`src/hw/rtl/sem_pkg.sv`:
```
// Shared types, codes and arithmetic helpers for the Sobel edge magnitude block.
// Used by every module of the block but sem_ram; depends on nothing.
package sem_pkg;

    // Width of the configuration data
    localparam int CFG_W = 11;

    // Configuration register indexes
    localparam logic CFG_FRAME_WIDTH  = 1'b0;
    localparam logic CFG_FRAME_HEIGHT = 1'b1;

    // Input operation codes
    localparam logic OP_PIXEL = 1'b0;
    localparam logic OP_FLUSH = 1'b1;

    // Root steps for a 16-bit radicand, and the saturation limit of the sum
    localparam int          SQRT_STEPS = 8;
    localparam logic [20:0] SUM_LIMIT  = 21'd65280;

    // Depth of the job queue between front and back
    localparam int QUEUE_DEPTH = 2;

    // Packed RGB pixel: red [23:16], green [15:8], blue [7:0]
    typedef logic [23:0] pix_t;

    // One window column, top to bottom
    typedef struct packed {
        pix_t top;
        pix_t mid;
        pix_t bot;
    } col_t;

    // One result to compute: three columns plus the flags of the result
    typedef struct packed {
        col_t left;
        col_t centre;
        col_t right;
        logic eof;
        logic last;
    } job_t;

    typedef enum logic [1:0] {
        F_IDLE,
        F_READ,
        F_JOB_A,
        F_JOB_B
    } front_state_t;

    typedef enum logic [2:0] {
        B_IDLE,
        B_GRAD,
        B_SQUARE,
        B_ROOT,
        B_FIN
    } back_state_t;

    typedef struct packed {
        logic [7:0] root;
        logic [8:0] rem;
    } sqrt_t;

    // Absolute value of (p0 + 2*p1 + p2) - (m0 + 2*m1 + m2)
    function automatic logic [9:0] weighted_diff(
        input logic [7:0] p0,
        input logic [7:0] p1,
        input logic [7:0] p2,
        input logic [7:0] m0,
        input logic [7:0] m1,
        input logic [7:0] m2
    );
        logic [9:0] ps;
        logic [9:0] ms;
        ps = 10'(p0) + {1'b0, p1, 1'b0} + 10'(p2);
        ms = 10'(m0) + {1'b0, m1, 1'b0} + 10'(m2);
        return (ps >= ms) ? (ps - ms) : (ms - ps);
    endfunction

    // One digit of the restoring square root: bring down two radicand bits
    function automatic sqrt_t sqrt_step(
        input logic [7:0] root,
        input logic [8:0] rem,
        input logic [1:0] pair
    );
        logic [10:0] cur;
        logic [10:0] trial;
        sqrt_t       res;
        cur   = {rem, pair};
        trial = {1'b0, root, 2'b01};
        if (cur >= trial)
        begin
            res.rem  = 9'(cur - trial);
            res.root = {root[6:0], 1'b1};
        end
        else
        begin
            res.rem  = cur[8:0];
            res.root = {root[6:0], 1'b0};
        end
        return res;
    endfunction

endpackage

```
`src/hw/rtl/sem_back.sv`:
```
// Back end: gradients, squared sum and rounded square root per channel,
// with an output register. Depends on sem_pkg.
module sem_back (
    input  logic          clk,
    input  logic          rst_n,
    input  logic          empty,
    output logic          pop,
    input  sem_pkg::job_t pop_job,
    output logic          out_valid,
    input  logic          out_stall,
    output logic [7:0]    red_edge,
    output logic [7:0]    green_edge,
    output logic [7:0]    blue_edge,
    output logic          end_of_frame,
    output logic          last_of_run
);

    sem_pkg::back_state_t state_reg, state_next;

    sem_pkg::job_t job_reg;
    logic [9:0]    gx_reg   [3];
    logic [9:0]    gy_reg   [3];
    logic          sat_reg  [3];
    logic [15:0]   s_reg    [3];
    logic [7:0]    root_reg [3];
    logic [8:0]    rem_reg  [3];
    logic [2:0]    step_reg;
    logic [7:0]    edge_reg [3];
    logic          eof_reg;
    logic          last_reg;
    logic          out_valid_reg;

    logic [19:0]   sqx      [3];
    logic [19:0]   sqy      [3];
    logic [20:0]   sum      [3];
    sem_pkg::sqrt_t step_res [3];
    logic          out_free;
    logic          load_out;
    logic          step_done;

    assign out_free  = !out_valid_reg || !out_stall;
    assign step_done = (step_reg == 3'(sem_pkg::SQRT_STEPS - 1));

    // Next state
    always_comb
    begin
        state_next = state_reg;
        unique case (state_reg)
            sem_pkg::B_IDLE:   if (!empty) state_next = sem_pkg::B_GRAD;
            sem_pkg::B_GRAD:   state_next = sem_pkg::B_SQUARE;
            sem_pkg::B_SQUARE: state_next = sem_pkg::B_ROOT;
            sem_pkg::B_ROOT:   if (step_done) state_next = sem_pkg::B_FIN;
            sem_pkg::B_FIN:    if (out_free) state_next = sem_pkg::B_IDLE;
            default:           state_next = sem_pkg::B_IDLE;
        endcase
    end

    // State outputs
    always_comb
    begin
        pop      = 1'b0;
        load_out = 1'b0;
        unique case (state_reg)
            sem_pkg::B_IDLE: pop      = !empty;
            sem_pkg::B_FIN:  load_out = out_free;
            default:         pop      = 1'b0;
        endcase
    end

    // Squares and root step per channel
    always_comb
    begin
        for (int ch = 0; ch < 3; ch++)
        begin
            sqx[ch]      = 20'(gx_reg[ch]) * 20'(gx_reg[ch]);
            sqy[ch]      = 20'(gy_reg[ch]) * 20'(gy_reg[ch]);
            sum[ch]      = 21'(sqx[ch]) + 21'(sqy[ch]);
            step_res[ch] = sem_pkg::sqrt_step(root_reg[ch], rem_reg[ch], s_reg[ch][15:14]);
        end
    end

    // Control registers
    always_ff @(posedge clk or negedge rst_n)
    begin
        if (!rst_n)
        begin
            state_reg     <= sem_pkg::B_IDLE;
            out_valid_reg <= 1'b0;
            step_reg      <= '0;
        end
        else
        begin
            state_reg <= state_next;
            if (load_out)
                out_valid_reg <= 1'b1;
            else if (!out_stall)
                out_valid_reg <= 1'b0;
            if (state_reg == sem_pkg::B_SQUARE)
                step_reg <= '0;
            else if (state_reg == sem_pkg::B_ROOT)
                step_reg <= step_reg + 3'(1);
        end
    end

    // Datapath registers
    always_ff @(posedge clk)
    begin
        if (pop)
            job_reg <= pop_job;
        for (int ch = 0; ch < 3; ch++)
        begin
            // Sobel Gx from the side columns, Gy from the top and bottom rows
            if (state_reg == sem_pkg::B_GRAD)
            begin
                gx_reg[ch] <= sem_pkg::weighted_diff(
                    job_reg.right.top[8*(2-ch) +: 8], job_reg.right.mid[8*(2-ch) +: 8],
                    job_reg.right.bot[8*(2-ch) +: 8], job_reg.left.top[8*(2-ch) +: 8],
                    job_reg.left.mid[8*(2-ch) +: 8], job_reg.left.bot[8*(2-ch) +: 8]);
                gy_reg[ch] <= sem_pkg::weighted_diff(
                    job_reg.left.bot[8*(2-ch) +: 8], job_reg.centre.bot[8*(2-ch) +: 8],
                    job_reg.right.bot[8*(2-ch) +: 8], job_reg.left.top[8*(2-ch) +: 8],
                    job_reg.centre.top[8*(2-ch) +: 8], job_reg.right.top[8*(2-ch) +: 8]);
            end
            if (state_reg == sem_pkg::B_SQUARE)
            begin
                sat_reg[ch]  <= (sum[ch] > sem_pkg::SUM_LIMIT);
                s_reg[ch]    <= sum[ch][15:0];
                root_reg[ch] <= '0;
                rem_reg[ch]  <= '0;
            end
            if (state_reg == sem_pkg::B_ROOT)
            begin
                root_reg[ch] <= step_res[ch].root;
                rem_reg[ch]  <= step_res[ch].rem;
                s_reg[ch]    <= {s_reg[ch][13:0], 2'b00};
            end
            // Round to nearest: bump the root when the remainder exceeds it
            if (load_out)
            begin
                if (sat_reg[ch])
                    edge_reg[ch] <= 8'hFF;
                else if (rem_reg[ch] > {1'b0, root_reg[ch]})
                    edge_reg[ch] <= root_reg[ch] + 8'd1;
                else
                    edge_reg[ch] <= root_reg[ch];
            end
        end
        if (load_out)
        begin
            eof_reg  <= job_reg.eof;
            last_reg <= job_reg.last;
        end
    end

    assign out_valid    = out_valid_reg;
    assign red_edge     = edge_reg[0];
    assign green_edge   = edge_reg[1];
    assign blue_edge    = edge_reg[2];
    assign end_of_frame = eof_reg;
    assign last_of_run  = last_reg;

endmodule

```
`config.mk`:
```
export PLATFORM = sky130hd
export DESIGN_NAME = sem_back
export DESIGN_NICKNAME = d
export VERILOG_FILES = /design/src/hw/rtl/sem_pkg.sv /design/src/hw/rtl/sem_back.sv
export SDC_FILE = /design/constraint.sdc
export NUM_CORES = 2
export LEC_CHECK = 0
export ABC_CLOCK_PERIOD_IN_PS = 37000
export BUFFER_PORTS_ARGS = -buffer_cell sky130_fd_sc_hd__buf_2
export CELL_PAD_IN_SITES_DETAIL_PLACEMENT = 1
export CELL_PAD_IN_SITES_GLOBAL_PLACEMENT = 1
export CORE_MARGIN = 5
export CORE_UTILIZATION = 29
export DETAILED_ROUTE_END_ITERATION = 8
export GPL_ROUTABILITY_DRIVEN = 0
export PLACE_DENSITY_LB_ADDON = 0.1
export SYNTH_ARGS = -nofsm -noshare
export SYNTH_HDL_FRONTEND = slang
export SYNTH_SLANG_ARGS = --single-unit
```
`constraint.sdc`:
```
create_clock -name clk -period 37 [get_ports clk]
set_input_delay 9.25 -clock clk [delete_from_list [all_inputs] [get_ports clk]]
set_output_delay 9.25 -clock clk [all_outputs]
set_load 0.02 [all_outputs]
```
# Yosys cells after proc, flatten, opt, wreduce, memory -nomap -nowiden
# Memory sizes are Yosys's and may differ from the RTL's.
# Cells that the tools add are included.
# op_classes
magnitude_cmp,15
multipliers,6
n_addsub,46
n_mux,73
bitwise_logic,15
eq_ne,9
reduce_logical,7
# op_table
operator,count
adder 10 x 8 -> 10 bit,12
adder 8 x 9 -> 10 bit,12
multiplier 10 x 10 -> 20 bit,6
subtractor 10 bit,12
2-to-1 mux 10 bit,9
2-to-1 mux 8 bit,9
adder 20 x 20 -> 21 bit,3
"> comparator 21 x 16 -> 1 bit, second input constant",3
greater-or-equal comparator 10 bit,6
2-to-1 mux 16 bit,3
2-to-1 mux 1 bit,43
greater-or-equal comparator 11 x 10 -> 1 bit,3
> comparator 9 x 8 -> 1 bit,3
2-to-1 mux 9 bit,3
subtractor 9 bit,3
"adder 8 x 1 -> 8 bit, second input constant",3
2-to-1 mux 3 bit,5
bitwise OR 1 bit,15
one-hot mux 3 bit (5 select lines),1
"== test 3 x 2 -> 1 bit, second input constant",2
"== test 3 bit, second input constant",2
"inequality test 2 bit, second input constant",3
"adder 3 x 1 -> 3 bit, second input constant",1
"== test 3 x 1 -> 1 bit, second input constant",1
6 further kinds,8
# totals
register_bits,203
ramBits,186
wordCells,193
input_bits,222
n_memories,7
# memory_table
memory,depth,word_bits,rd,rd_clocked_by_memory_dff,write_ports,line,text
s_reg,3,16,3,0,3,sem_back.sv:24,logic [15:0] s_reg [3];
gx_reg,3,10,3,0,3,sem_back.sv:21,logic [9:0] gx_reg [3];
gy_reg,3,10,3,0,3,sem_back.sv:22,logic [9:0] gy_reg [3];
rem_reg,3,9,3,0,3,sem_back.sv:26,logic [8:0] rem_reg [3];
edge_reg,3,8,3,0,3,sem_back.sv:28,logic [7:0] edge_reg [3];
root_reg,3,8,3,0,3,sem_back.sv:25,logic [7:0] root_reg [3];
1 more memories,-,-,-,-,-,-,

# Longest topological paths before layout
# logic_depth
word_depth,7
mapped_depth,26

# Least setup slack after synthesis
# No wires, ideal clock.
# synth_path
path_kind,input port to output port
from,in empty
to,out pop
path_buffers,0
t_required_ns,27.750
slack_ns,-0.232
cell_stages,1
arrival_time_ns,27.982
cell_sequence,nor4_1
# synth_via
elab_chain_cells,2
# synth_rtl
item,line,text
from (decl),sem_back.sv:6,"input logic empty,"
logical NOT 1 bit,sem_back.sv:64,sem_pkg::B_IDLE: pop = !empty;
2-to-1 mux 1 bit,sem_back.sv:63,unique case (state_reg)
to (decl),sem_back.sv:7,"output logic pop,"
# No other way between the ends.

# Worst setup path after layout
# Same ends and word-level chain as after synthesis.

==> reports/metrics.csv <==
metric,value,unit
status,"finished, final reports clean",
synthesis.nets,5207,
clock_latency,0.65,ns
skew,0.0286,ns
cts_buffer_depth,3,
grt_usage,13.4,%
worst_setup_path_end_kind,output pin,
path_clk_slew,0.06,ns
timing.hold.ws,0.442,ns
portBuffers,225,
chipWidth,389,um
fin_tns_setup,0,ns
fmaxAchievable,50.8,MHz
nets,5415,
crit_arrival,10.45,ns
drt_iter0_drc,934,
largest_reg_flops,194,
die_area,152000,um2
synth_ff_type,edfxtp_1,
critPathMostFrequentCell,buf_2,
cts_sinks,389,
htreeDepth,2,
antenna_left,0,
cts-resized-gates,0,
drc,0,
synth-edff-count,380,
ctsHoldBuffers,0,
antenna_found_initial,2,
num-fill-cells,16200,
final_common_cell,inv_1,
root_buffer,clkbuf_16,
ys_ff_latch,389,
viasPerCell,4.43,
yosys_warnings,0,
cts_tree,done,
rsz0062_at_grt,no,
fin_cells,6120,
synthCells,3965,
drv_slew,0,
cpMaxStageDelayCell,nor4_4,
cp_data_required_time,27.75,ns
syn_area,41800,um2
initial_utilization,29.1,%
max_slew_margin,21.7,%
overflow,0,
routedWlPerCell,16.2,um
dp_cells,6023,
vias,27100,
final_util,32.7,%
path_max_fanout,2,
min_period,19.70,ns
maxCapViolCount,0,
drive_above_1_share,8.64,%
hp-class,reg -> reg,
numCtsBuffers,51,
syn_to_final_growth,12.2,%
first_pass_iters,4,
worstMarginPinSlew,1.17,ns
crit_chain,buf_2 -> nor4_4 -> buf_2,
layout_common_cells,"inv_1, ha_1, fa_1, edfxtp_1, nand2_1",
post-cts-setup-buffer-count,0,
synthArstFlopShare,1.80,%
grt_pass1_wl,166000,um
hold_violations,0,
die_y,389,um
grt_pass1_vias,30900,
synth_cell_types,77,
dp_hpwl,84200,um
coreArea,143000,um2
grt_max_degree,75,
crit_path_max_incr_delay,0.67,ns
final-setup-viol-count,0,
critPathLaunchType,input pin,
path_class,in -> out,
io-pin-count,250,
drt_wl_total,99400,um
rows,139,
syn_area_per_cell,10.5,um2
seq_area_frac_synth,27.8,%
period_share,53.2,%
[per-layer routing]
metal	track usage (%)	vias up	wire length, um
li1	-	13400	-
met1	18.8	13400	49000
met2	22.7	239	46600
met3	1.48	75	2310
met4	2.33	0	1560
met5	0	-	0
[synth_stat cells, types with 4 or more instances]
cell type  instances  area, um2
edfxtp_1         380      11400
nand2b_1          35        219
xor2_1            63        552
nor2_1           185        694
o21ai_1           11       55.1
a21boi_0          16        120
o21ai_0          111        556
o21a_1            20        150
dfrtp_1            7        175
nand3_1           17       85.1
and2_1           127        795
o211ai_1           8       60.1
a21oi_1          177        886
buf_2             15       75.1
inv_1            780       2930
nand4b_1           4       35.0
and3_1            13       81.3
or2_2              6       37.5
a221oi_2           5       75.1
nand4_1           29        181
a211oi_1          17        128
xnor2_1          168       1470
clkbuf_1          61        229
nor4_1             4       25.0
a31oi_1           18        113
or3_1             12       75.1
a21o_1            96        721
o21bai_1          52        390
nand2_1          278       1040
a31o_2             5       43.8
ha_1             525       6570
nor3_1            45        225
buf_4              4       30.0
fa_1             495       9910
nor2b_1           44        275
mux2i_1           68        681
a221oi_1           4       35.0
[final timing paths]
kind	startpoint	endpoint	slack, ns	depth (start not counted)
worst max-delay path	empty	pop	17.30	3
worst min-delay path	job_reg[0]	last_of_run	0.44	0
worst max register to register	gx_reg[0][12]	sat_reg[0][1]	29.64	22
worst min register to register	job_reg[0]	last_of_run	0.44	0
max in group asynchronous	rst_n	state_reg[0]	28.38	1
min in group asynchronous	rst_n	state_reg[1]	8.45	1
[final cells by class]
type,instances,area [um2],share of cell area (%)
Clock inverter,39,505,1.08
Tap cell,1903,2380,5.08
Multi-Input combinational cell,2714,26900,57.4
Antenna cell,2,5.00,0.0107
Sequential cell,389,11600,24.8
Inverter,781,2930,6.26
Timing Repair Buffer,236,1210,2.58
Clock buffer,56,1320,2.81
[worst max-delay path: cells and delay by family]
| family | cells | cell delay (ns) |
|---|---|---|
| and+or+nand+nor | 1 | 0.67 |
| buffers and inverters | 2 | 0.50 |
[per-stage QoR]
step           cell area, um2  setup slack, ns
4_1_cts                 46900            17.27
6_report                46900            17.30
5_1_grt                 46900            17.26
3_5_place_dp            45000            17.27
2_1_floorplan           41800             7.87
3_3_place_gp            45000            17.27
[cell families after synthesis]
group | share of synthesized area (%)
adder cells (fa/ha/maj) | 39.5
buffers and inverters | 7.83
flip-flops | 27.8
AO/OA/AOI/OAI | 9.04
AND/OR/NAND/NOR | 9.33
XOR/XNOR | 4.84
multiplexers | 1.66
Power is left out: the tool's default activity adds up to more than one toggle a clock period on the data nets, which glitch-free logic cannot reach.
