==> config.mk <==
export PLATFORM = sky130hd
export DESIGN_NAME = sem_queue
export DESIGN_NICKNAME = d
export VERILOG_FILES = /design/src/hw/rtl/sem_pkg.sv /design/src/hw/rtl/sem_queue.sv
export SDC_FILE = /design/constraint.sdc
export NUM_CORES = 1
export LEC_CHECK = 0
export BUFFER_PORTS_ARGS = -buffer_cell sky130_fd_sc_hd__buf_2
export CAP_MARGIN = 40
export CORE_MARGIN = 4
export CORE_UTILIZATION = 35
export CTS_CLUSTER_SIZE = 8
export DETAILED_ROUTE_END_ITERATION = 7
export GPL_TIMING_DRIVEN = 0
export PLACE_DENSITY = 0.69
export SETUP_SLACK_MARGIN = 0.3
export SLEW_MARGIN = 20
export SYNTH_ARGS = -nofsm -noshare
export SYNTH_HDL_FRONTEND = slang
export SYNTH_SLANG_ARGS = --single-unit
==> constraint.sdc <==
create_clock -name clk -period 13.95 [get_ports clk]
set_input_delay 2.0925 -clock clk [delete_from_list [all_inputs] [get_ports clk]]
set_output_delay 2.0925 -clock clk [all_outputs]
set_load 0.05 [all_outputs]
==> src/hw/rtl/sem_pkg.sv <==
// Shared types, codes and arithmetic helpers for the Sobel edge magnitude block.
// Used by every module of the block but sem_ram; depends on nothing.
package sem_pkg;

    // Width of the configuration data
    localparam int CFG_W = 11;

    // Configuration register indexes
    localparam logic CFG_FRAME_WIDTH  = 1'b0;
    localparam logic CFG_FRAME_HEIGHT = 1'b1;

    // Input operation codes
    localparam logic OP_PIXEL = 1'b0;
    localparam logic OP_FLUSH = 1'b1;

    // Root steps for a 16-bit radicand, and the saturation limit of the sum
    localparam int          SQRT_STEPS = 8;
    localparam logic [20:0] SUM_LIMIT  = 21'd65280;

    // Depth of the job queue between front and back
    localparam int QUEUE_DEPTH = 2;

    // Packed RGB pixel: red [23:16], green [15:8], blue [7:0]
    typedef logic [23:0] pix_t;

    // One window column, top to bottom
    typedef struct packed {
        pix_t top;
        pix_t mid;
        pix_t bot;
    } col_t;

    // One result to compute: three columns plus the flags of the result
    typedef struct packed {
        col_t left;
        col_t centre;
        col_t right;
        logic eof;
        logic last;
    } job_t;

    typedef enum logic [1:0] {
        F_IDLE,
        F_READ,
        F_JOB_A,
        F_JOB_B
    } front_state_t;

    typedef enum logic [2:0] {
        B_IDLE,
        B_GRAD,
        B_SQUARE,
        B_ROOT,
        B_FIN
    } back_state_t;

    typedef struct packed {
        logic [7:0] root;
        logic [8:0] rem;
    } sqrt_t;

    // Absolute value of (p0 + 2*p1 + p2) - (m0 + 2*m1 + m2)
    function automatic logic [9:0] weighted_diff(
        input logic [7:0] p0,
        input logic [7:0] p1,
        input logic [7:0] p2,
        input logic [7:0] m0,
        input logic [7:0] m1,
        input logic [7:0] m2
    );
        logic [9:0] ps;
        logic [9:0] ms;
        ps = 10'(p0) + {1'b0, p1, 1'b0} + 10'(p2);
        ms = 10'(m0) + {1'b0, m1, 1'b0} + 10'(m2);
        return (ps >= ms) ? (ps - ms) : (ms - ps);
    endfunction

    // One digit of the restoring square root: bring down two radicand bits
    function automatic sqrt_t sqrt_step(
        input logic [7:0] root,
        input logic [8:0] rem,
        input logic [1:0] pair
    );
        logic [10:0] cur;
        logic [10:0] trial;
        sqrt_t       res;
        cur   = {rem, pair};
        trial = {1'b0, root, 2'b01};
        if (cur >= trial)
        begin
            res.rem  = 9'(cur - trial);
            res.root = {root[6:0], 1'b1};
        end
        else
        begin
            res.rem  = cur[8:0];
            res.root = {root[6:0], 1'b0};
        end
        return res;
    endfunction

endpackage

==> src/hw/rtl/sem_queue.sv <==
// Two-entry job queue between the front and back ends.
// Depends on sem_pkg for the job type.
module sem_queue (
    input  logic          clk,
    input  logic          rst_n,
    input  logic          push,
    input  sem_pkg::job_t push_job,
    output logic          full,
    input  logic          pop,
    output sem_pkg::job_t pop_job,
    output logic          empty
);

    localparam int PW = $clog2(sem_pkg::QUEUE_DEPTH);

    sem_pkg::job_t entry_reg [sem_pkg::QUEUE_DEPTH];
    logic [PW-1:0] wr_ptr_reg;
    logic [PW-1:0] rd_ptr_reg;
    logic [PW:0]   count_reg;

    assign full    = (count_reg == (PW + 1)'(sem_pkg::QUEUE_DEPTH));
    assign empty   = (count_reg == '0);
    assign pop_job = entry_reg[rd_ptr_reg];

    // Pointers and fill level
    always_ff @(posedge clk or negedge rst_n)
    begin
        if (!rst_n)
        begin
            wr_ptr_reg <= '0;
            rd_ptr_reg <= '0;
            count_reg  <= '0;
        end
        else
        begin
            if (push)
                wr_ptr_reg <= wr_ptr_reg + PW'(1);
            if (pop)
                rd_ptr_reg <= rd_ptr_reg + PW'(1);
            if (push && !pop)
                count_reg <= count_reg + (PW + 1)'(1);
            else if (pop && !push)
                count_reg <= count_reg - (PW + 1)'(1);
        end
    end

    // Store the item
    always_ff @(posedge clk)
    begin
        if (push)
            entry_reg[wr_ptr_reg] <= push_job;
    end

endmodule

### Word level (Yosys, flattened, before mapping)

Memories as Yosys holds them, arrays and structs flattened.
Cells that the tools add are included.

* $add $sub $neg: 4
* equality and inequality tests: 1
* multiplexer cells: 4
* reduce and logical (&&, ||, !) cells: 6

Operators by type and width (number)
* $mux 2: 2
* $add 1x1->1 const B: 2
* $add 2x1->2 const B: 1
* $eq 2x2->1 const B: 1
* $logic_and 1x1->1: 2
* $logic_not 1->1: 2
* $logic_not 2->1: 1
* $mux 1: 2
* $reduce_bool 2->1: 1
* $sub 2x1->2 const B: 1

* bits in registers: 4
* bits in writable memories: 436
* input port bits: 222
* output and inout bits: 220
* logic and storage cells: 19
* memories: 1

Memory list
* entry_reg: words 2, bits a word 218, rd ports 1, clocked after Yosys merged registers in 0, write ports 1, RTL line sem_queue.sv:16 `sem_pkg::job_t entry_reg [sem_pkg::QUEUE_DEPTH];`

### Logic depth before layout (Yosys ltp)

Gate-level depths: netlist of run 1.

* depth after elaboration: 4
* gate-level depth with buffers: 5
* depth with buffers taken out: 5

### Worst setup path before layout of run 1

OpenSTA, ideal clock, no wires.

* path kind: in2reg
* start point: input push
* end point: memory entry_reg[0][0] (netlist name) (enable)
* setup time: 0.826 ns
* arrival time: 11.485 ns
* data required time: 13.124 ns
* path slack: 1.639 ns
* stages: 1
* path buffers: 0
* cells stage by stage: nor2b_1

* longest elaborated chain between the ends: 2

Ends and longest elaborated chain
* start, declared: RTL line sem_queue.sv:6 `input logic push,`
* $mux 1: RTL line sem_queue.sv:50 `if (push)`
* $mux 1 (not written as such): RTL line sem_queue.sv:51 `entry_reg[wr_ptr_reg] <= push_job;`
* end, declared: RTL line sem_queue.sv:16

Every way passes these cells.

==> results of run 1 <==
[worst max-delay path by stage]
| stage | from | to | slack (ns) | cells after the start |
|---|---|---|---|---|
| 2_1_floorplan | push | entry_reg[0][0] | 1.64 | 1 |
| 3_3_place_gp | push | entry_reg[0][103] | -4.46 | 2 |
| 3_5_place_dp | push | entry_reg[0][207] | 10.05 | 6 |
| 4_1_cts | rd_ptr_reg | pop_job[191] | 9.71 | 4 |
| 5_1_grt | rd_ptr_reg | pop_job[191] | 9.68 | 4 |
| 6_report | rd_ptr_reg | pop_job[179] | 9.80 | 4 |
[cells in the mapped netlist]
cell      number  area share (%)
xnor2_1        1           0.055
inv_1          1           0.023
nor2b_1        2           0.078
and2_1         1           0.039
buf_6         23             1.6
ha_1           1           0.078
dfrtp_1        4            0.63
nor2_1         2           0.047
buf_4          1           0.047
xor2_1         4            0.22
mux2_2       218              15
edfxtp_1     436              82
[logic make-up (layout without fill, tap and decap cells)]
kind of cell,after synthesis,after routing,share of synthesized area (%)
XOR/XNOR,5,5,0.274
buffers and inverters,25,560,1.69
flip-flops,440,440,82.5
adder cells (fa/ha/maj),1,1,0.0782
AND/OR/NAND/NOR,5,5,0.164
other,0,7,0
multiplexers,218,218,15.3
[per-stage QoR]
step | cells | total power [mW] | setup slack, ns | instance area [um^2] | hold WS (ns)
global placement | 1735 | 4.02 | -4.46 | 19000 | 0.469
finish | 1836 | 5.21 | 9.80 | 21000 | 0.494
floorplan | 694 | 3.50 | 1.64 | 16000 | 0.455
global route | 1834 | 5.42 | 9.68 | 21000 | 0.512
CTS | 1829 | 5.29 | 9.71 | 21000 | 0.498
detailed placement | 1750 | 3.97 | 10.05 | 19300 | 0.486
[layout make-up]
| type | count | area, um^2 | area share [%] |
|---|---|---|---|
| diodes | 7 | 17.5 | 0.0834 |
| plain buffers | 24 | 267 | 1.27 |
| clock buffers | 76 | 1640 | 7.78 |
| clock inverters | 3 | 17.5 | 0.0834 |
| inverters | 1 | 3.75 | 0.0179 |
| multi-input cells | 229 | 2550 | 12.1 |
| flip-flops and latches | 440 | 13200 | 62.8 |
| well taps | 600 | 751 | 3.57 |
| repair buffers | 456 | 2580 | 12.3 |
[layer usage]
layer | global-route usage [%] | wire length, um | up-vias
met1 | 15.3 | 13100 | 4140
met4 | 5.86 | 1370 | 4
met3 | 5.28 | 3020 | 98
li1 | - | - | 3824
met5 | 0 | 26 | -
met2 | 23.6 | 17600 | 345
[power by group]
part	switching, mW	internal (mW)	leakage (nW)
Sequential	0.0530	1.75	4.14
Clock	0.491	0.798	0.808
Combinational	1.50	0.613	2.95
==> qor.yml, run 1 <==
clocking:
  cts.sinks: 440
  numCtsBuffers: 61
  h-tree-depth: 2
  post-cts-setup-buffers: 0
  cts_resized: 0
  cts_buffer_depth: 3
  ctsHoldBuffers: 0
  clk-insertion-delay-late_ns: 0.59
  cts_tree: "done"
  cts_root_buf: "clkbuf_16"
  cts.clk_slew.worst_paths_ns: 0.05
place:
  routabilityCongestion: 0.788
  dp_hpwl_um: 24900
  port_buffers: 441
sta:
  slew_viol_final: 0
  fin_crit_ns: 4.15
  clock_skew_ns: 0.0192
  tns_ns: 0
  fin_crit_sh_pct: 29.8
  max_slew_margin_pct: 56.7
  setup_violations: 0
  worstMarginPinSlew_ns: 0.649
  rsz0062_at_grt: "false"
  hold_viol_final: 0
  max_freq_ghz: 0.241
detailed_routing:
  route.vias.total: 8411
  routed_wl_um: 35100
  avgViaCountPerCell: 4.58
  ant_nets: 0
  drc: 0
  drt_iter0_drc: 359
  firstDrtPassIters: 4
  post_drt_wl_per_cell_um: 19.1
synth:
  syn_area_um2: 16000
  ys_seq_elements: 440
  ys_types: 12
  syn_avg_cell_area_um2: 23.1
  synth-seq-area-share_pct: 82.5
  ys.warnings.count: 0
  synthCells: 694
  synthesis.nets: 917
global_routing:
  grt_pass1_vias: 9050
  grt_max_degree: 53
  grt_overflow: 0
  grt_util_all_layers_pct: 13.7
  grt_pass1_wl_um: 52800
  antenna_found_initial: 10
setup_path:
  crit_family: "buffers and inverters"
  worstReg2RegEnd: "entry_reg[1][134]"
  cp_max_fo: 10
  r2r-start: "wr_ptr_reg"
  r2r_slack_ns: 11.90
  crit_slowest_cell: "dfrtp_1"
  critPathArrivalTime_ns: 2.06
  slowest_delay_ns: 0.43
  worst_setup_path_start_kind: "flop"
  end_kind: "primary output"
  worst-setup-path-type: "reg -> out"
  worstPathRequired_ns: 11.86
  worstPathCellList: "buf_4, buf_6, mux2_2, buf_2"
  crit_buf_inv: 3
  reg2reg_depth: 3
min_path:
  hold_end: "count_reg[1]"
  hp-start: "count_reg[1]"
  hold_path.class: "reg -> reg"
  hold_depth: 1
floorplan:
  rows: 78
  core-area_um2: 45300
  die_w_um: 222
  start_util_pct: 35.3
  io_pins: 442
  die_h_um: 222
  dieArea_um2: 49200
final_layout:
  nets: 1436
  fillers: 3855
  areaGrowthSynthToFinish_pct: 31.3
  final_common_cell: "buf_2"
  layout_common_cells: "buf_2, edfxtp_1, mux2_2, clkbuf_16, buf_6"
  largest_reg_flops: 436
  fin_util_pct: 46.4
  drive_gt1_share_pct: 62.3
power:
  power_density_nw_per_um2: 248
  vdd_ir_drop_max_uv: 163
  leakagePower_nw: 7.90
run:
  cap_violations: 0
run_status:
  outcome: "complete, no violations"
Note: power is estimated with default switching activity, not from simulation.
==> run 2, diff against run 1 <==
- ABC_AREA: not set -> 1
- PLACE_DENSITY: 0.69 -> 0.71
- clock period: 13.95 -> 3.4 ns (I/O delays scaled with it)
==> qor.yml, run 2 <==
run_status:
  outcome: "complete, no violations"
floorplan:
  core-area_um2: 45300  # unchanged
  start_util_pct: 35.4  # +0.044 points
  rows: 78  # unchanged
  io_pins: 442  # unchanged
  dieArea_um2: 49300  # +0.12%
  die_w_um: 222  # about the same
  die_h_um: 222  # about the same
clocking:
  h-tree-depth: 2  # unchanged
  numCtsBuffers: 60  # -1.6%
  cts_root_buf: "clkbuf_16"
  cts_buffer_depth: 3  # unchanged
  cts.sinks: 440  # unchanged
  cts_tree: "done"
  cts.clk_slew.worst_paths_ns: 0.05  # about the same
  clk-insertion-delay-late_ns: 0.58  # about the same
  post-cts-setup-buffers: 0  # unchanged
setup_path:
  reg2reg_depth: 5  # +2
  slowest_delay_ns: 0.40  # -0.03 ns
  cp_max_fo: 10  # unchanged
  worstReg2RegEnd: "entry_reg[0][136]"
  r2r_slack_ns: 1.12  # -10.78 ns
  crit_slowest_cell: "dfrtp_1"
  r2r-start: "wr_ptr_reg"
  critPathArrivalTime_ns: 2.06  # about the same
  worstPathRequired_ns: 2.89  # -8.97 ns
  worst_setup_path_start_kind: "flop"
  end_kind: "primary output"
  worst-setup-path-type: "reg -> out"
  worstPathCellList: "buf_4, buf_6, mux2_2, buf_2"
power:
  p_total_mw: 21.3  # +310%
  power_switching_share_pct: 39.5  # +0.25 points
  power_density_nw_per_um2: 1010  # +310%
  power_frac_comb_pct: 41.0  # +0.4 points
  vdd_ir_drop_max_uv: 640  # +290%
  share_seq_of_total_power_pct: 34.9  # +0.2 points
  p_clk_share_pct: 24.1  # -0.6 points
  leakagePower_nw: 7.89  # about the same
  p_sw_mw: 8.40  # +310%
  internal-power_mw: 12.9  # +310%
global_routing:
  grt_max_degree: 32  # -40%
  grt_pass1_wl_um: 53700  # +1.7%
  grt_pass1_vias: 9285  # +2.6%
  grt_util_all_layers_pct: 14.0  # +0.26 points
  grt_overflow: 0  # unchanged
  antenna_found_initial: 5  # -5
final_layout:
  layout_common_cells: "buf_2, edfxtp_1, mux2_2, clkbuf_16, buf_6"
  areaGrowthSynthToFinish_pct: 31.1
  fin_util_pct: 46.4  # about the same
  largest_reg_flops: 436  # unchanged
  fillers: 3897  # +1.1%
  nets: 1447  # +0.77%
  final_common_cell: "buf_2"
  drive_gt1_share_pct: 61.9  # -0.43 points
min_path:
  hp-start: "push_job[189]"
  hold_path.class: "in -> reg"
  hold_end: "entry_reg[0][189]"
  hold_depth: 1  # unchanged
synth:
  synthTopCellsByCount: "edfxtp_1, mux2_2, buf_6, inv_1, nand2_1"
  synthesis.nets: 926  # +0.98%
  synthMostInstantiatedCell: "edfxtp_1"
  syn_area_um2: 16000  # +0.13%
  synth_edf_count: 436  # unchanged
  ys.warnings.count: 0  # unchanged
  ys.flop_type: "edfxtp_1"
  synth-seq-area-share_pct: 82.3  # -0.10 points
  async_flop_share_pct: 0.909  # unchanged
  syn_avg_cell_area_um2: 22.8  # -1.2%
  yosysTopAreaCell: "edfxtp_1"
  synthCells: 703  # +1.3%
  synth_top_area_share_pct: 81.7  # -0.10 points
  synth_area_leaders: "edfxtp_1, mux2_2, buf_6"
  ys_seq_elements: 440  # unchanged
  ys_types: 13  # +1
detailed_routing:
  drc: 0  # unchanged
  ant_nets: 0  # unchanged
  route.vias.total: 8440  # +0.34%
  routed_wl_um: 35700  # +1.7%
  post_drt_wl_per_cell_um: 19.4  # +1.5%
  firstDrtPassIters: 4  # unchanged
  avgViaCountPerCell: 4.59  # +0.18%
  drt_iter0_drc: 401  # +12%
sta:
  max_freq_ghz: 0.389
  setup_violations: 0  # unchanged
  worstMarginPinSlew_ns: 0.744  # +0.0948 ns
  slew_viol_final: 0  # unchanged
  fin_crit_sh_pct: 75.5
  whs_ns: 0.112  # -0.382 ns
  tns_ns: 0  # unchanged
  fin_crit_ns: 2.57
  clock_skew_ns: 0.0165  # -0.00267 ns
  max_slew_margin_pct: 50.3  # -6.4 points
  rsz0062_at_grt: "false"
  hold_viol_final: 0  # unchanged
place:
  dp_hpwl_um: 25600  # +2.8%
  port_buffers: 441  # unchanged
  routabilityCongestion: 0.795  # +0.88%
run:
  cap_violations: 0  # unchanged
-- run 2: how the worst max path moves through the flow --
stage / endpoint / startpoint / slack [ns] / cells after the start
finish: pop_job[184] / rd_ptr_reg / 0.83 / 4
global route: pop_job[184] / rd_ptr_reg / 0.72 / 4
CTS: pop_job[184] / rd_ptr_reg / 0.75 / 4
detailed placement: entry_reg[0][136] / push / 0.75 / 7
global placement: entry_reg[1][133] / push / -3.02 / 3
floorplan: entry_reg[1][0] / push / -0.80 / 2
-- run 2: cells by family (layout without fill, tap and decap cells) --
group	count (synthesis)	in the layout	share of synthesized area, %
XOR/XNOR	3	3	0.164
adder cells (fa/ha/maj)	1	1	0.0781
buffers and inverters	31	564	1.83
flip-flops	440	440	82.3
multiplexers	218	218	15.3
other	0	3	0
AND/OR/NAND/NOR	10	10	0.258
-- run 2: layout make-up --
class | count | area (um^2) | area share, %
repair buffers | 459 | 2600 | 12.4
clock buffers | 74 | 1580 | 7.50
inverters | 7 | 42.5 | 0.203
flip-flops and latches | 440 | 13200 | 62.8
diodes | 3 | 7.51 | 0.0358
plain buffers | 24 | 267 | 1.27
well taps | 600 | 751 | 3.58
multi-input cells | 232 | 2560 | 12.2
-- run 2: through the flow --
stage	area (um^2)	cells	setup slack, ns
after floorplan	16100	703	-0.795
after detailed placement	19400	1761	0.750
after CTS	21000	1836	0.747
after global routing	21000	1839	0.722
final	21000	1839	0.832
after global placement	19000	1744	-3.02
-- run 2: per-layer routing --
| metal | wire [um] | track usage (%) | vias to the layer above | share of wire [%] |
|---|---|---|---|---|
| met5 | 22 | 0 | - | 0.062 |
| met4 | 1150 | 5.08 | 4 | 3.2 |
| met3 | 3030 | 5.42 | 83 | 8.5 |
| met2 | 18500 | 24.8 | 336 | 52 |
| met1 | 13000 | 15.3 | 4174 | 36 |
| li1 | - | - | 3843 | - |
-- run 2: timing repair --
action | 4_1_cts | 5_1_grt
gates resized for setup | 0 | 0
hold endpoints to repair | 4 | 0
hold buffers | 1 | 0
-- run 2: power by group through the flow --
stage                     Sequential (mW)  Combinational (mW)  Clock [mW]
after detailed placement             7.52                8.82           0
after floorplan                      7.59                6.57           0
final                                7.42                8.73        5.13
after global routing                 7.50                9.12        5.53
after CTS                            7.43                8.86        5.28
after global placement               7.70                8.48           0
-- run 2: worst max-delay path: cells and delay by family, from the launching register on --
family,cells,cell delay [ns]
flops,1,0.40
buf+inv,3,0.70
mux,1,0.37
==> run 3, diff against run 2 <==
- PLACE_DENSITY: 0.71 -> 0.69
- clock period: 3.4 -> 2.6 ns (I/O delays scaled with it)
==> qor.yml, run 3 (synthesized netlist as in run 2, its figures left out) <==
detailed_routing:
  post_drt_wl_per_cell_um: 21.5  # +11%
  avgViaCountPerCell: 4.58  # -0.13%
  drc: 0  # unchanged
  routed_wl_um: 44800  # +26%
  firstDrtPassIters: 4  # unchanged
  ant_nets: 0  # unchanged
  drt_iter0_drc: 441  # +10%
  route.vias.total: 9552  # +13%
clocking:
  numCtsBuffers: 60  # unchanged
  cts.sinks: 440  # unchanged
  cts_root_buf: "clkbuf_16"
  cts.clk_slew.worst_paths_ns: 0.05  # about the same
  h-tree-depth: 2  # unchanged
  cts_tree: "done"
  cts_buffer_depth: 3  # unchanged
  clk-insertion-delay-late_ns: 0.58  # about the same
setup_path:
  end_kind: "primary output"
  worst-setup-path-type: "reg -> out"
  worstPathRequired_ns: 2.21  # -0.68 ns
  cp_max_fo: 10  # unchanged
  critPathArrivalTime_ns: 2.00  # -0.06 ns
  reg2reg_depth: 6  # +1
  worst_setup_path_start_kind: "flop"
sta:
  fin_crit_sh_pct: 91.8
  setup_violations: 0  # unchanged
  tns_ns: 0  # unchanged
  slew_viol_final: 0  # unchanged
  hold_viol_final: 0  # unchanged
  max_slew_margin_pct: 71.8  # +22 points
  whs_ns: 0.0536  # -0.0583 ns
  rsz0062_at_grt: "true"
  fin_crit_ns: 2.39
  setup_ws_ns: 0.213  # -0.618 ns
  max_freq_ghz: 0.419
  worstMarginPinSlew_ns: 0.422  # -0.322 ns
  clock_skew_ns: 0.0234  # +0.00690 ns
place:
  routabilityCongestion: 0.813  # +2.3%
  port_buffers: 441  # unchanged
  dp_slack_ns: 0.393  # -0.358 ns
  dpl_cell_area_um2: 19400  # about the same
  dp_hpwl_um: 25500  # -0.15%
floorplan:
  io_pins: 442  # unchanged
  die_h_um: 222  # unchanged
  core-area_um2: 45300  # unchanged
  rows: 78  # unchanged
  dieArea_um2: 49300  # unchanged
  die_w_um: 222  # unchanged
  start_util_pct: 35.4  # unchanged
global_routing:
  grt_pass1_wl_um: 63200  # +18%
  grt_util_all_layers_pct: 16.5  # +2.5 points
  grt_overflow: 0  # unchanged
  antenna_found_initial: 7  # +2
  grt_pass1_vias: 10509  # +13%
  grt_max_degree: 34  # +6.3%
power:
  p_total_mw: 31.8  # +49%
  leakagePower_nw: 9.69  # +23%
  vdd_ir_drop_max_uv: 1130  # +77%
  power_density_nw_per_um2: 1260  # +25%
final_layout:
  areaGrowthSynthToFinish_pct: 56.9
  final_common_cell: "edfxtp_1"
  drive_gt1_share_pct: 52.6  # -9.3 points
  layout_common_cells: "edfxtp_1, buf_2, dlygate4sd3_1, mux2_2, buf_6"
  largest_reg_flops: 436  # unchanged
  nets: 1677  # +16%
  design_area_um2: 25100  # +20%
min_path:
  hold_depth: 1  # unchanged
  hold_path.class: "in -> reg"
run:
  cap_violations: 0  # unchanged
run_status:
  outcome: "complete, no violations"
[run 3: worst max-delay path, stage by stage (launching register included)]
cell,delay [ns]
dfrtp_2,0.37
buf_12,0.16
buf_8,0.16
buf_8,0.16
mux2_2,0.36
buf_4,0.20
[run 3: metal layers]
metal  track usage [%]  wire length, um  vias up
li1                  -                -     4312
met1              18.2            16300     4757
met2              29.7            23800      397
met3              5.52             3200       82
met4              6.36             1480        4
met5                 0               22        -
[run 3: power breakdown]
part	internal (mW)	leakage, nW	total (mW)	switching (mW)
registers	9.41	4.14	9.75	0.347
clock network	4.21	0.782	6.91	2.70
logic	6.10	4.77	15.1	9.01
total	19.7	9.69	31.8	12.1
[run 3: repair_timing]
item / CTS / global route
cloned: 4 / 5
hold endpoints to repair: 437 / 0
gates resized for setup: 214 / 382
hold buffers: 218 / 0
buffers inserted: 1 / 1
setup endpoints to repair: 218 / 218
[run 3: per-stage QoR]
step	instances	utilization, %
after floorplan	703	-
after global placement	1744	41.9
after detailed placement	1763	42.9
after CTS	2073	53.0
after global routing	2083	55.5
final	2084	55.5
[run 3: cell type report]
class	instances	area (um^2)
multi-input combinational	232	2760
fill	3305	20100
timing repair buffer	689	6320
clock buffer	87	1620
tap	600	751
buffer	24	449
antenna	5	12.5
inverter	7	30.0
sequential	440	13200
[run 3: worst paths after layout]
kind | startpoint | slack (ns) | to
worst max-delay path | rd_ptr_reg | 0.21 | pop_job[180]
worst min-delay path | push_job[205] | 0.05 | entry_reg[1][205]
worst max register to register | wr_ptr_reg | 0.48 | entry_reg[1][83]
worst min register to register | count_reg[1] | 0.50 | count_reg[1]
max in group asynchronous | rst_n | 2.27 | rd_ptr_reg
min in group asynchronous | rst_n | 0.17 | wr_ptr_reg
